==> src/jse_pkg.sv <==
// Package for the JSON string escaper: item types, the escape descriptor
// that passes from front to back, character codes and the hex digit helper.
// Stands alone; every module of the block imports it.
package jse_pkg;

  typedef struct packed {
    logic [7:0] in_byte;
    logic       has_byte;
    logic       starts;
    logic       ends;
  } jse_in_t;

  typedef struct packed {
    logic [6:0] out_char;
    logic       last_of_run;
    logic       string_done;
  } jse_out_t;

  // What the byte of an item turns into
  typedef enum logic [2:0] {
    MK_NONE,
    MK_CHAR,
    MK_ESC,
    MK_UNIT,
    MK_PAIR
  } main_kind_t;

  // Output segments of one item, in emission order; value is the mask bit
  typedef enum logic [2:0] {
    SEG_OPEN,
    SEG_PRE,
    SEG_MAIN,
    SEG_END,
    SEG_CLOSE
  } seg_t;

  localparam int NUM_SEGS = 5;

  typedef struct packed {
    logic       open_q;
    logic       pre_rep;
    main_kind_t kind;
    logic       end_rep;
    logic       close_q;
    logic [6:0] ch;
    logic [15:0] unit0;
    logic [15:0] unit1;
  } jse_desc_t;

  localparam logic [6:0]  CH_QUOTE     = 7'h22;
  localparam logic [6:0]  CH_BSLASH    = 7'h5c;
  localparam logic [6:0]  CH_U         = 7'h75;
  localparam logic [6:0]  CH_T         = 7'h74;
  localparam logic [6:0]  CH_N         = 7'h6e;
  localparam logic [6:0]  CH_R         = 7'h72;
  localparam logic [6:0]  CH_F         = 7'h66;
  localparam logic [6:0]  CH_B         = 7'h62;
  localparam logic [15:0] REPLACEMENT  = 16'hfffd;
  localparam logic [20:0] CODE_MAX     = 21'h10ffff;
  localparam logic [20:0] SUPP_BASE    = 21'h010000;
  localparam logic [15:0] SURR_HI      = 16'hd800;
  localparam logic [15:0] SURR_LO      = 16'hdc00;
  localparam logic [7:0]  CTRL_LIMIT   = 8'h20;

  function automatic logic [6:0] hex_char(input logic [3:0] nib);
    if (nib < 4'd10) begin
      hex_char = 7'h30 + {3'b000, nib};
    end else begin
      hex_char = 7'h57 + {3'b000, nib};
    end
  endfunction

endpackage

==> src/json_string_escaper.sv <==
// JSON string escaper: turns UTF-8 bytes, one per item, into a quoted JSON
// string literal, one ASCII character per result item. The front end accepts
// one item per cycle while the descriptor queue has room; the back end then
// writes one character per cycle while the output is not stalled. An item
// causes 0 to 13 characters, usually 1 or 2 for plain text. With the block
// idle, the first character of an item goes from the queue through the back
// end's segment state to the output register. The front stalls while the
// QUEUE_DEPTH-entry queue is full; the queue absorbs long escapes.
// Depends on jse_pkg.
module json_string_escaper #(
  parameter int QUEUE_DEPTH = 4
) (
  input  logic              clk,
  input  logic              rst_n,
  input  logic              in_valid,
  output logic              in_stall,
  input  jse_pkg::jse_in_t  in_item,
  output logic              out_valid,
  input  logic              out_stall,
  output jse_pkg::jse_out_t out_item
);
  import jse_pkg::*;

  logic      q_full;
  logic      push;
  jse_desc_t push_desc;
  logic      q_pop;
  logic      q_valid;
  jse_desc_t q_data;

  jse_front u_front (
    .clk       (clk),
    .rst_n     (rst_n),
    .in_valid  (in_valid),
    .in_stall  (in_stall),
    .in_item   (in_item),
    .q_full    (q_full),
    .push      (push),
    .push_desc (push_desc)
  );

  jse_queue #(
    .DEPTH (QUEUE_DEPTH)
  ) u_queue (
    .clk       (clk),
    .rst_n     (rst_n),
    .push      (push),
    .push_data (push_desc),
    .full      (q_full),
    .pop       (q_pop),
    .pop_valid (q_valid),
    .pop_data  (q_data)
  );

  jse_back u_back (
    .clk       (clk),
    .rst_n     (rst_n),
    .q_valid   (q_valid),
    .q_data    (q_data),
    .q_pop     (q_pop),
    .out_valid (out_valid),
    .out_stall (out_stall),
    .out_item  (out_item)
  );

endmodule

==> src/jse_front.sv <==
// Front end of the JSON string escaper: takes input items, runs the UTF-8
// decoder state and turns each item into at most one escape descriptor.
// Depends on jse_pkg.
module jse_front (
  input  logic               clk,
  input  logic               rst_n,
  input  logic               in_valid,
  output logic               in_stall,
  input  jse_pkg::jse_in_t   in_item,
  input  logic               q_full,
  output logic               push,
  output jse_pkg::jse_desc_t push_desc
);
  import jse_pkg::*;

  logic [2:0]  wanted_r, wanted_nxt;
  logic [2:0]  seen_r, seen_nxt;
  logic [20:0] acc_r, acc_nxt;

  logic        in_acc;
  logic [7:0]  b;

  // Fresh handling of the byte, independent of pending state
  main_kind_t  fr_kind;
  logic [6:0]  fr_char;
  logic [15:0] fr_unit;
  logic        fr_lead;
  logic [2:0]  fr_want;
  logic [20:0] fr_bits;

  logic [2:0]  w0, s0;
  logic [20:0] a0;
  logic [20:0] acc_cat;
  logic [2:0]  seen_inc;
  logic [20:0] cp;
  logic [19:0] supp;
  jse_desc_t   d;

  assign in_stall = q_full;
  assign in_acc   = in_valid && !in_stall;
  assign b        = in_item.in_byte;

  always_comb begin
    fr_kind = MK_NONE;
    fr_char = b[6:0];
    fr_unit = {8'h00, b};
    fr_lead = 1'b0;
    fr_want = 3'd0;
    fr_bits = 21'd0;
    if (b[7]) begin
      if (b[7:5] == 3'b110) begin
        fr_lead = 1'b1;
        fr_want = 3'd2;
        fr_bits = {16'd0, b[4:0]};
      end else if (b[7:4] == 4'b1110) begin
        fr_lead = 1'b1;
        fr_want = 3'd3;
        fr_bits = {17'd0, b[3:0]};
      end else if (b[7:3] == 5'b11110) begin
        fr_lead = 1'b1;
        fr_want = 3'd4;
        fr_bits = {18'd0, b[2:0]};
      end else begin
        fr_kind = MK_UNIT;
        fr_unit = REPLACEMENT;
      end
    end else begin
      case (b)
        8'h09: begin fr_kind = MK_ESC; fr_char = CH_T; end
        8'h0a: begin fr_kind = MK_ESC; fr_char = CH_N; end
        8'h0d: begin fr_kind = MK_ESC; fr_char = CH_R; end
        8'h0c: begin fr_kind = MK_ESC; fr_char = CH_F; end
        8'h08: begin fr_kind = MK_ESC; fr_char = CH_B; end
        8'h22, 8'h5c: fr_kind = MK_ESC;
        default: begin
          if (b < CTRL_LIMIT) begin
            fr_kind = MK_UNIT;
          end else begin
            fr_kind = MK_CHAR;
          end
        end
      endcase
    end
  end

  always_comb begin
    d          = '0;
    d.kind     = MK_NONE;
    w0         = in_item.starts ? 3'd0 : wanted_r;
    s0         = in_item.starts ? 3'd0 : seen_r;
    a0         = in_item.starts ? 21'd0 : acc_r;
    d.open_q   = in_item.starts;
    acc_cat    = {a0[14:0], b[5:0]};
    seen_inc   = s0 + 3'd1;
    cp         = (acc_cat == 21'd0 || acc_cat > CODE_MAX) ? {5'd0, REPLACEMENT} : acc_cat;
    supp       = 20'(cp - SUPP_BASE);
    wanted_nxt = w0;
    seen_nxt   = s0;
    acc_nxt    = a0;

    if (in_item.has_byte) begin
      if (w0 == 3'd0 || b[7:6] != 2'b10) begin
        // With nothing pending any byte goes fresh; a non-continuation byte breaks a pending sequence, then goes fresh
        d.pre_rep = (w0 != 3'd0);
        d.kind    = fr_kind;
        d.ch      = fr_char;
        d.unit0   = fr_unit;
        if (fr_lead) begin
          wanted_nxt = fr_want;
          seen_nxt   = 3'd1;
          acc_nxt    = fr_bits;
        end else begin
          wanted_nxt = 3'd0;
          seen_nxt   = 3'd0;
          acc_nxt    = 21'd0;
        end
      end else if (seen_inc >= w0) begin
        if (cp[20:16] != 5'd0) begin
          d.kind  = MK_PAIR;
          d.unit0 = SURR_HI + {6'd0, supp[19:10]};
          d.unit1 = SURR_LO + {6'd0, supp[9:0]};
        end else begin
          d.kind  = MK_UNIT;
          d.unit0 = cp[15:0];
        end
        wanted_nxt = 3'd0;
        seen_nxt   = 3'd0;
        acc_nxt    = 21'd0;
      end else if (acc_cat == 21'd0) begin
        d.kind     = MK_UNIT;
        d.unit0    = REPLACEMENT;
        wanted_nxt = 3'd0;
        seen_nxt   = 3'd0;
        acc_nxt    = 21'd0;
      end else begin
        seen_nxt = seen_inc;
        acc_nxt  = acc_cat;
      end
    end

    if (in_item.ends) begin
      d.end_rep  = (wanted_nxt != 3'd0);
      d.close_q  = 1'b1;
      wanted_nxt = 3'd0;
      seen_nxt   = 3'd0;
      acc_nxt    = 21'd0;
    end
  end

  assign push_desc = d;
  // Drop items that only advance a pending sequence
  assign push = in_acc && (d.open_q || d.pre_rep || d.kind != MK_NONE ||
                           d.end_rep || d.close_q);

  always_ff @(posedge clk) begin
    if (!rst_n) begin
      wanted_r <= 3'd0;
      seen_r   <= 3'd0;
      acc_r    <= 21'd0;
    end else if (in_acc) begin
      wanted_r <= wanted_nxt;
      seen_r   <= seen_nxt;
      acc_r    <= acc_nxt;
    end
  end

  a_end_clears: assert property (@(posedge clk) disable iff (!rst_n)
    in_acc && in_item.ends |=> wanted_r == 3'd0)
    else $error("pending sequence survives end of string");

  a_wanted_legal: assert property (@(posedge clk) disable iff (!rst_n)
    wanted_r == 3'd0 || wanted_r == 3'd2 || wanted_r == 3'd3 || wanted_r == 3'd4)
    else $error("illegal sequence length");

endmodule

==> src/jse_queue.sv <==
// Descriptor queue between the escaper front and back ends.
// Small register FIFO; depends on jse_pkg.
module jse_queue #(
  parameter int DEPTH = 4
) (
  input  logic               clk,
  input  logic               rst_n,
  input  logic               push,
  input  jse_pkg::jse_desc_t push_data,
  output logic               full,
  input  logic               pop,
  output logic               pop_valid,
  output jse_pkg::jse_desc_t pop_data
);
  import jse_pkg::*;

  localparam int PW = $clog2(DEPTH);
  localparam int CW = $clog2(DEPTH + 1);

  jse_desc_t       mem_r [DEPTH];
  logic [PW-1:0]   wr_ptr_r, wr_ptr_nxt;
  logic [PW-1:0]   rd_ptr_r, rd_ptr_nxt;
  logic [CW-1:0]   count_r, count_nxt;
  logic            do_pop;

  assign full      = (count_r == CW'(DEPTH));
  assign pop_valid = (count_r != '0);
  assign pop_data  = mem_r[rd_ptr_r];
  assign do_pop    = pop && pop_valid;

  always_comb begin
    wr_ptr_nxt = wr_ptr_r;
    rd_ptr_nxt = rd_ptr_r;
    count_nxt  = count_r;
    if (push) begin
      wr_ptr_nxt = (wr_ptr_r == PW'(DEPTH - 1)) ? '0 : wr_ptr_r + 1'b1;
    end
    if (do_pop) begin
      rd_ptr_nxt = (rd_ptr_r == PW'(DEPTH - 1)) ? '0 : rd_ptr_r + 1'b1;
    end
    case ({push, do_pop})
      2'b10:   count_nxt = count_r + 1'b1;
      2'b01:   count_nxt = count_r - 1'b1;
      default: count_nxt = count_r;
    endcase
  end

  always_ff @(posedge clk) begin
    if (!rst_n) begin
      wr_ptr_r <= '0;
      rd_ptr_r <= '0;
      count_r  <= '0;
    end else begin
      wr_ptr_r <= wr_ptr_nxt;
      rd_ptr_r <= rd_ptr_nxt;
      count_r  <= count_nxt;
    end
  end

  always_ff @(posedge clk) begin
    if (push) begin
      mem_r[wr_ptr_r] <= push_data;
    end
  end

  a_no_overflow: assert property (@(posedge clk) disable iff (!rst_n)
    push |-> !full)
    else $error("push into full descriptor queue");

  a_count_bound: assert property (@(posedge clk) disable iff (!rst_n)
    count_r <= CW'(DEPTH))
    else $error("descriptor queue count out of range");

endmodule

==> src/jse_back.sv <==
// Back end of the JSON string escaper: expands escape descriptors into one
// output character per cycle while the output is not stalled, behind an
// output register. Depends on jse_pkg.
module jse_back (
  input  logic               clk,
  input  logic               rst_n,
  input  logic               q_valid,
  input  jse_pkg::jse_desc_t q_data,
  output logic               q_pop,
  output logic               out_valid,
  input  logic               out_stall,
  output jse_pkg::jse_out_t  out_item
);
  import jse_pkg::*;

  logic [NUM_SEGS-1:0] mask_r, mask_nxt;
  logic [3:0]          sub_r, sub_nxt;
  main_kind_t          kind_r;
  logic [6:0]          ch_r;
  logic [15:0]         unit0_r, unit1_r;
  logic                out_valid_r, out_valid_nxt;
  jse_out_t            out_item_r, out_item_nxt;

  seg_t                cur;
  logic [3:0]          seg_len;
  logic                seg_last;
  logic [NUM_SEGS-1:0] rest;
  logic                last;
  logic                adv;
  logic [15:0]         unit;
  logic [2:0]          pos;
  logic [6:0]          ch;
  logic [NUM_SEGS-1:0] load_mask;

  function automatic seg_t first_seg(input logic [NUM_SEGS-1:0] m);
    if (m[SEG_OPEN]) begin
      first_seg = SEG_OPEN;
    end else if (m[SEG_PRE]) begin
      first_seg = SEG_PRE;
    end else if (m[SEG_MAIN]) begin
      first_seg = SEG_MAIN;
    end else if (m[SEG_END]) begin
      first_seg = SEG_END;
    end else begin
      first_seg = SEG_CLOSE;
    end
  endfunction

  always_comb begin
    cur = first_seg(mask_r);
    unique case (cur)
      SEG_OPEN, SEG_CLOSE: seg_len = 4'd1;
      SEG_MAIN: begin
        case (kind_r)
          MK_CHAR: seg_len = 4'd1;
          MK_ESC:  seg_len = 4'd2;
          MK_PAIR: seg_len = 4'd12;
          default: seg_len = 4'd6;
        endcase
      end
      default: seg_len = 4'd6;
    endcase
    seg_last = (sub_r == seg_len - 4'd1);
    rest     = mask_r & ~(NUM_SEGS'(1) << cur);
    last     = seg_last && (rest == '0);

    // Pick the 16-bit unit and the place within its six characters
    unit = REPLACEMENT;
    pos  = sub_r[2:0];
    if (cur == SEG_MAIN) begin
      if (kind_r == MK_PAIR && sub_r >= 4'd6) begin
        unit = unit1_r;
        pos  = 3'(sub_r - 4'd6);
      end else begin
        unit = unit0_r;
      end
    end

    case (pos)
      3'd0:    ch = CH_BSLASH;
      3'd1:    ch = CH_U;
      3'd2:    ch = hex_char(unit[15:12]);
      3'd3:    ch = hex_char(unit[11:8]);
      3'd4:    ch = hex_char(unit[7:4]);
      default: ch = hex_char(unit[3:0]);
    endcase
    if (cur == SEG_OPEN || cur == SEG_CLOSE) begin
      ch = CH_QUOTE;
    end else if (cur == SEG_MAIN && kind_r == MK_CHAR) begin
      ch = ch_r;
    end else if (cur == SEG_MAIN && kind_r == MK_ESC) begin
      ch = (sub_r == 4'd0) ? CH_BSLASH : ch_r;
    end
  end

  always_comb begin
    load_mask[SEG_OPEN]  = q_data.open_q;
    load_mask[SEG_PRE]   = q_data.pre_rep;
    load_mask[SEG_MAIN]  = (q_data.kind != MK_NONE);
    load_mask[SEG_END]   = q_data.end_rep;
    load_mask[SEG_CLOSE] = q_data.close_q;

    adv   = (mask_r != '0) && (!out_valid_r || !out_stall);
    // Take the next descriptor when idle, or while the last character of this one goes out
    q_pop = q_valid && ((mask_r == '0) || (adv && last));

    mask_nxt = mask_r;
    sub_nxt  = sub_r;
    if (q_pop) begin
      mask_nxt = load_mask;
      sub_nxt  = 4'd0;
    end else if (adv) begin
      if (seg_last) begin
        mask_nxt = rest;
        sub_nxt  = 4'd0;
      end else begin
        sub_nxt = sub_r + 4'd1;
      end
    end

    out_valid_nxt            = adv || (out_valid_r && out_stall);
    out_item_nxt             = out_item_r;
    if (adv) begin
      out_item_nxt.out_char    = ch;
      out_item_nxt.last_of_run = last;
      out_item_nxt.string_done = (cur == SEG_CLOSE);
    end
  end

  always_ff @(posedge clk) begin
    if (!rst_n) begin
      mask_r      <= '0;
      sub_r       <= 4'd0;
      out_valid_r <= 1'b0;
    end else begin
      mask_r      <= mask_nxt;
      sub_r       <= sub_nxt;
      out_valid_r <= out_valid_nxt;
    end
  end

  always_ff @(posedge clk) begin
    out_item_r <= out_item_nxt;
    if (q_pop) begin
      kind_r  <= q_data.kind;
      ch_r    <= q_data.ch;
      unit0_r <= q_data.unit0;
      unit1_r <= q_data.unit1;
    end
  end

  assign out_valid = out_valid_r;
  assign out_item  = out_item_r;

  a_close_is_last: assert property (@(posedge clk) disable iff (!rst_n)
    out_valid_r && out_item_r.string_done |-> out_item_r.last_of_run)
    else $error("closing quote not last character of its item");

  a_sub_in_segment: assert property (@(posedge clk) disable iff (!rst_n)
    mask_r != '0 |-> sub_r < seg_len)
    else $error("character index past end of segment");

endmodule

==> config.mk <==
export PLATFORM = sky130hd
export DESIGN_NAME = json_string_escaper
export DESIGN_NICKNAME = d
export VERILOG_FILES = /design/src/jse_pkg.sv /design/src/json_string_escaper.sv /design/src/jse_front.sv /design/src/jse_queue.sv /design/src/jse_back.sv
export SDC_FILE = /design/constraint.sdc
export NUM_CORES = 1
export LEC_CHECK = 0
export BUFFER_PORTS_ARGS = -buffer_cell sky130_fd_sc_hd__buf_2
export CORE_ASPECT_RATIO = 0.9
export CORE_MARGIN = 5
export CORE_UTILIZATION = 45
export DETAILED_ROUTE_END_ITERATION = 8
export PLACE_DENSITY = 0.68
export SETUP_SLACK_MARGIN = 0.02
export SLEW_MARGIN = 10
export SYNTH_ARGS = -nofsm -noshare
export SYNTH_HDL_FRONTEND = slang
export SYNTH_SLANG_ARGS = --single-unit
==> constraint.sdc <==
create_clock -name clk -period 11.9 [get_ports clk]
set_input_delay 1.785 -clock clk [delete_from_list [all_inputs] [get_ports clk]]
set_output_delay 1.785 -clock clk [all_outputs]
set_load 0.01 [all_outputs]
==> flow_summary.toml <==
[final_layout]
drive_gt1_share_pct = 14.4
layout_common_cells = "edfxtp_1 (205), nand2_1 (76), a21oi_1 (58)"
final_area_um2 = 12400
final_common_cell = "edfxtp_1"
final_nets = 902
layout.cells.non_filler = 1217
antenna_cells = 0
area_delta_synth_final_pct = 10.1
fin_util_pct = 50.7
fillers = 2071

[min_path]
whs_path_depth = 2
hp-start = "u_front.seen_r[1]$_SDFFE_PN0P_"
hold_class = "reg -> reg"
hold_end = "u_front.seen_r[1]$_SDFFE_PN0P_"

[yosys]
synth_cells = 849
async_flop_share_pct = 0
ys_warn_count = 0
synth.distinct_cells = 74
ys.flop_type = "edfxtp_1"
syn_area_um2 = 11200
avgSynthCellArea_um2 = 13.2
syn-num-nets = 886
synth_edf_count = 205
synth_seq_area_share_pct = 61.9
ys_ff_latch = 245

[detailed_routing]
wire_per_inst_um = 19.3
ant_nets = 0
postRouteWirelength_um = 23500
drc = 0
vias = 6973
drtPass1Iterations = 5
drt-initial-drc-count = 749
drt-vias-per-instance = 5.73

[die]
die_h_um = 160
start_util_pct = 46.1
num_rows = 54
dieWidth_um = 177
dieArea_um2 = 28200
core_area_um2 = 24400
ioPinCount = 26

[timing]
clock_skew_ps = 12.1
fin_tns_setup_ps = 0
max_freq_mhz = 206
hold_viol = 0
fin_crit_sh_pct = 40.9
setup_viol = 0
period_minus_slack_ps = 4870
tightest_slew_ps = 1100
fin_ws_ps = 7030
relSlewSlack_pct = 26.6
final-max-slew-violation-count = 0
grt_setup_unrepaired = "no"

[global_route]
grt_overflow = 0
antenna_found_initial = 0
grt_start_max_net_pins = 41
grt_pass1_vias = 6616
grt_pass1_wl_um = 37300
track_usage_pct = 16.6

[placed_design]
gp_congestion = 0.922
dp_slack_ps = 6510
dpl_cell_area_um2 = 11600
port_buffers = 25
hpwl_um = 15800
dp.cells = 1174

[worst_setup_path]
slowest_delay_ps = 470
path_cells = "buf_2 > inv_1 > nand2_1 > ha_1 > a21o_1 > a211o_1 > o211ai_1 > a21oi_1 > inv_1 > ha_1 > inv_1 > fa_1 > xor2_1 > or3_1 > a21boi_0"
r2r_start = "u_back.mask_r[1]$_SDFFE_PN0P_"
crit_arrival_ps = 5310
cp.required_ps = 12340
r2r_slack_ps = 7590
critical_path_class = "in -> reg"
worstRegToRegCells = 16
cp.buffers_inverters = 4
end_kind = "flop"
reg2reg_to = "u_queue.count_r[2]$_SDFFE_PN0P_"
cp_max_fo = 20
crit_family = "compound AO/OA/AOI/OAI gates"
start_kind = "primary input"
crit_slowest_cell = "inv_1"
crit_path_frequent_cell = "inv_1"

[clocking]
clock_latency_ps = 520
clk_pin_slew_ps = 60
holdBufCountCts = 0
htreeDepth = 1
cts_buffers = 25
cts_setup_buffers = 0
clockBufferDepth = 3
cts_resized = 0
cts_num_sinks = 245
root_buffer = "clkbuf_16"
cts_tree = "yes"

[job]
drv_cap = 0

[pwr]
powerDensity_nw_per_um2 = 204
ir_drop_mv = 0.105
p_leak_nw = 4.20

[outcome]
outcome = "finished clean"
## routing by layer
metal  GRT usage, %  share of wire, %  vias to the layer above
li1               -                 -                     3295
met3           3.05               5.0                       45
met1           24.4                46                     3446
met5              0                 0                        -
met2           25.7                46                      187
met4           4.32               2.3                        0
## synthesized netlist by cell type (all sizes together) (3+ instances only)
cell / number / area share (%)
a21oi: 58 / 2.6
xor2: 4 / 0.31
and3: 10 / 0.56
buf: 12 / 0.66
ha: 21 / 2.3
a211oi: 9 / 0.60
edfxtp: 205 / 55
dfxtp: 40 / 7.1
o2111ai: 3 / 0.23
nor2: 46 / 1.5
a21boi: 14 / 0.94
o22ai: 4 / 0.22
a21o: 9 / 0.61
mux2i: 4 / 0.36
nor3b: 8 / 0.68
and2: 16 / 0.89
nor2b: 20 / 1.1
nor4: 6 / 0.33
o211ai: 13 / 0.96
or3: 6 / 0.35
clkbuf: 30 / 1.1
o311ai: 3 / 0.23
a32oi: 3 / 0.23
o31ai: 4 / 0.31
nor3: 19 / 0.95
nand2: 76 / 2.5
a211o: 3 / 0.24
a31oi: 9 / 0.56
nand2b: 7 / 0.39
xnor2: 10 / 0.78
nand3: 22 / 0.98
a22oi: 5 / 0.33
a22o: 6 / 0.47
o21bai: 3 / 0.20
nand4: 3 / 0.17
inv: 29 / 0.97
o21ai: 37 / 1.6
o21a: 6 / 0.40
mux4: 40 / 8.0
## metrics by stage
step / hold WS, ps / power (mW)
floorplan: 439 / 1.66
global placement: 450 / 1.83
detailed placement: 455 / 1.84
CTS: 463 / 2.55
global route: 486 / 2.67
finish: 460 / 2.53
## registers in the layout, indices dropped and copies added, names as in the netlist, named ones only
| name | flops |
|---|---|
| u_queue.mem_r | 160 |
| u_front.wanted_r | 3 |
| u_back.out_valid | 1 |
| u_back.sub_r | 4 |
| u_back.mask_r | 5 |
| u_back.unit0_r | 16 |
| u_back.unit1_r | 11 |
| u_back.ch_r | 7 |
| u_back.out_item | 9 |
| u_queue.rd_ptr_r | 2 |
| u_queue.count_r | 3 |
| u_back.kind_r | 2 |
| u_front.seen_r | 3 |
| u_front.acc_r | 15 |
| u_queue.wr_ptr_r | 2 |
## layout make-up
| type | count | area, um2 | area share [%] |
|---|---|---|---|
| clock buffer | 31 | 648 | 5.24 |
| clock inverter | 12 | 90.1 | 0.728 |
| inverter | 29 | 109 | 0.879 |
| multi-input combinational | 533 | 3980 | 32.2 |
| sequential | 245 | 6960 | 56.2 |
| tap | 336 | 420 | 3.40 |
| timing repair buffer | 31 | 170 | 1.37 |
## worst max path at each step
stage | from | depth (start not counted) | endpoint | slack (ps)
after floorplan | in_item[1] | 9 | u_queue.mem_r[3][0]$_DFFE_PP_ | 6990
after global placement | in_item[1] | 9 | u_queue.mem_r[0][31]$_DFFE_PP_ | 6580
after detailed placement | in_item[1] | 15 | u_queue.count_r[2]$_SDFFE_PN0P_ | 6510
after CTS | in_item[1] | 15 | u_queue.count_r[2]$_SDFFE_PN0P_ | 7050
after global routing | in_item[1] | 15 | u_queue.count_r[2]$_SDFFE_PN0P_ | 6730
final | in_item[1] | 15 | u_queue.count_r[2]$_SDFFE_PN0P_ | 7030
## power by group
| group | switching (mW) | internal [mW] | leakage [nW] |
|---|---|---|---|
| logic | 0.350 | 0.243 | 1.62 |
| registers | 0.0936 | 1.13 | 2.22 |
| clock network | 0.307 | 0.406 | 0.358 |
| total | 0.751 | 1.78 | 4.20 |
## worst reg2reg max path, cell delays in order (launching register included)
cell	delay (ps)
dfxtp_1	390
nor3_1	510
nor2_1	260
o31ai_1	130
ha_1	280
xnor2_1	120
a21oi_1	150
and3_1	310
a31oi_2	220
inv_1	100
buf_4	410
ha_1	300
inv_1	60
fa_1	370
xor2_1	150
or3_1	310
a21boi_0	170
## logic make-up after synthesis
| family | after synthesis | share of synthesized area, % |
|---|---|---|
| and+or+nand+nor | 247 | 11.1 |
| DFF | 245 | 61.9 |
| AOI/OAI and AO/OA | 203 | 12.0 |
| buffers and inverters | 71 | 2.72 |
| muxes | 46 | 8.57 |
| adders and majority gates | 23 | 2.61 |
| xor gates and xnor gates | 14 | 1.09 |
No activity file was read; power rests on OpenSTA's default activity.
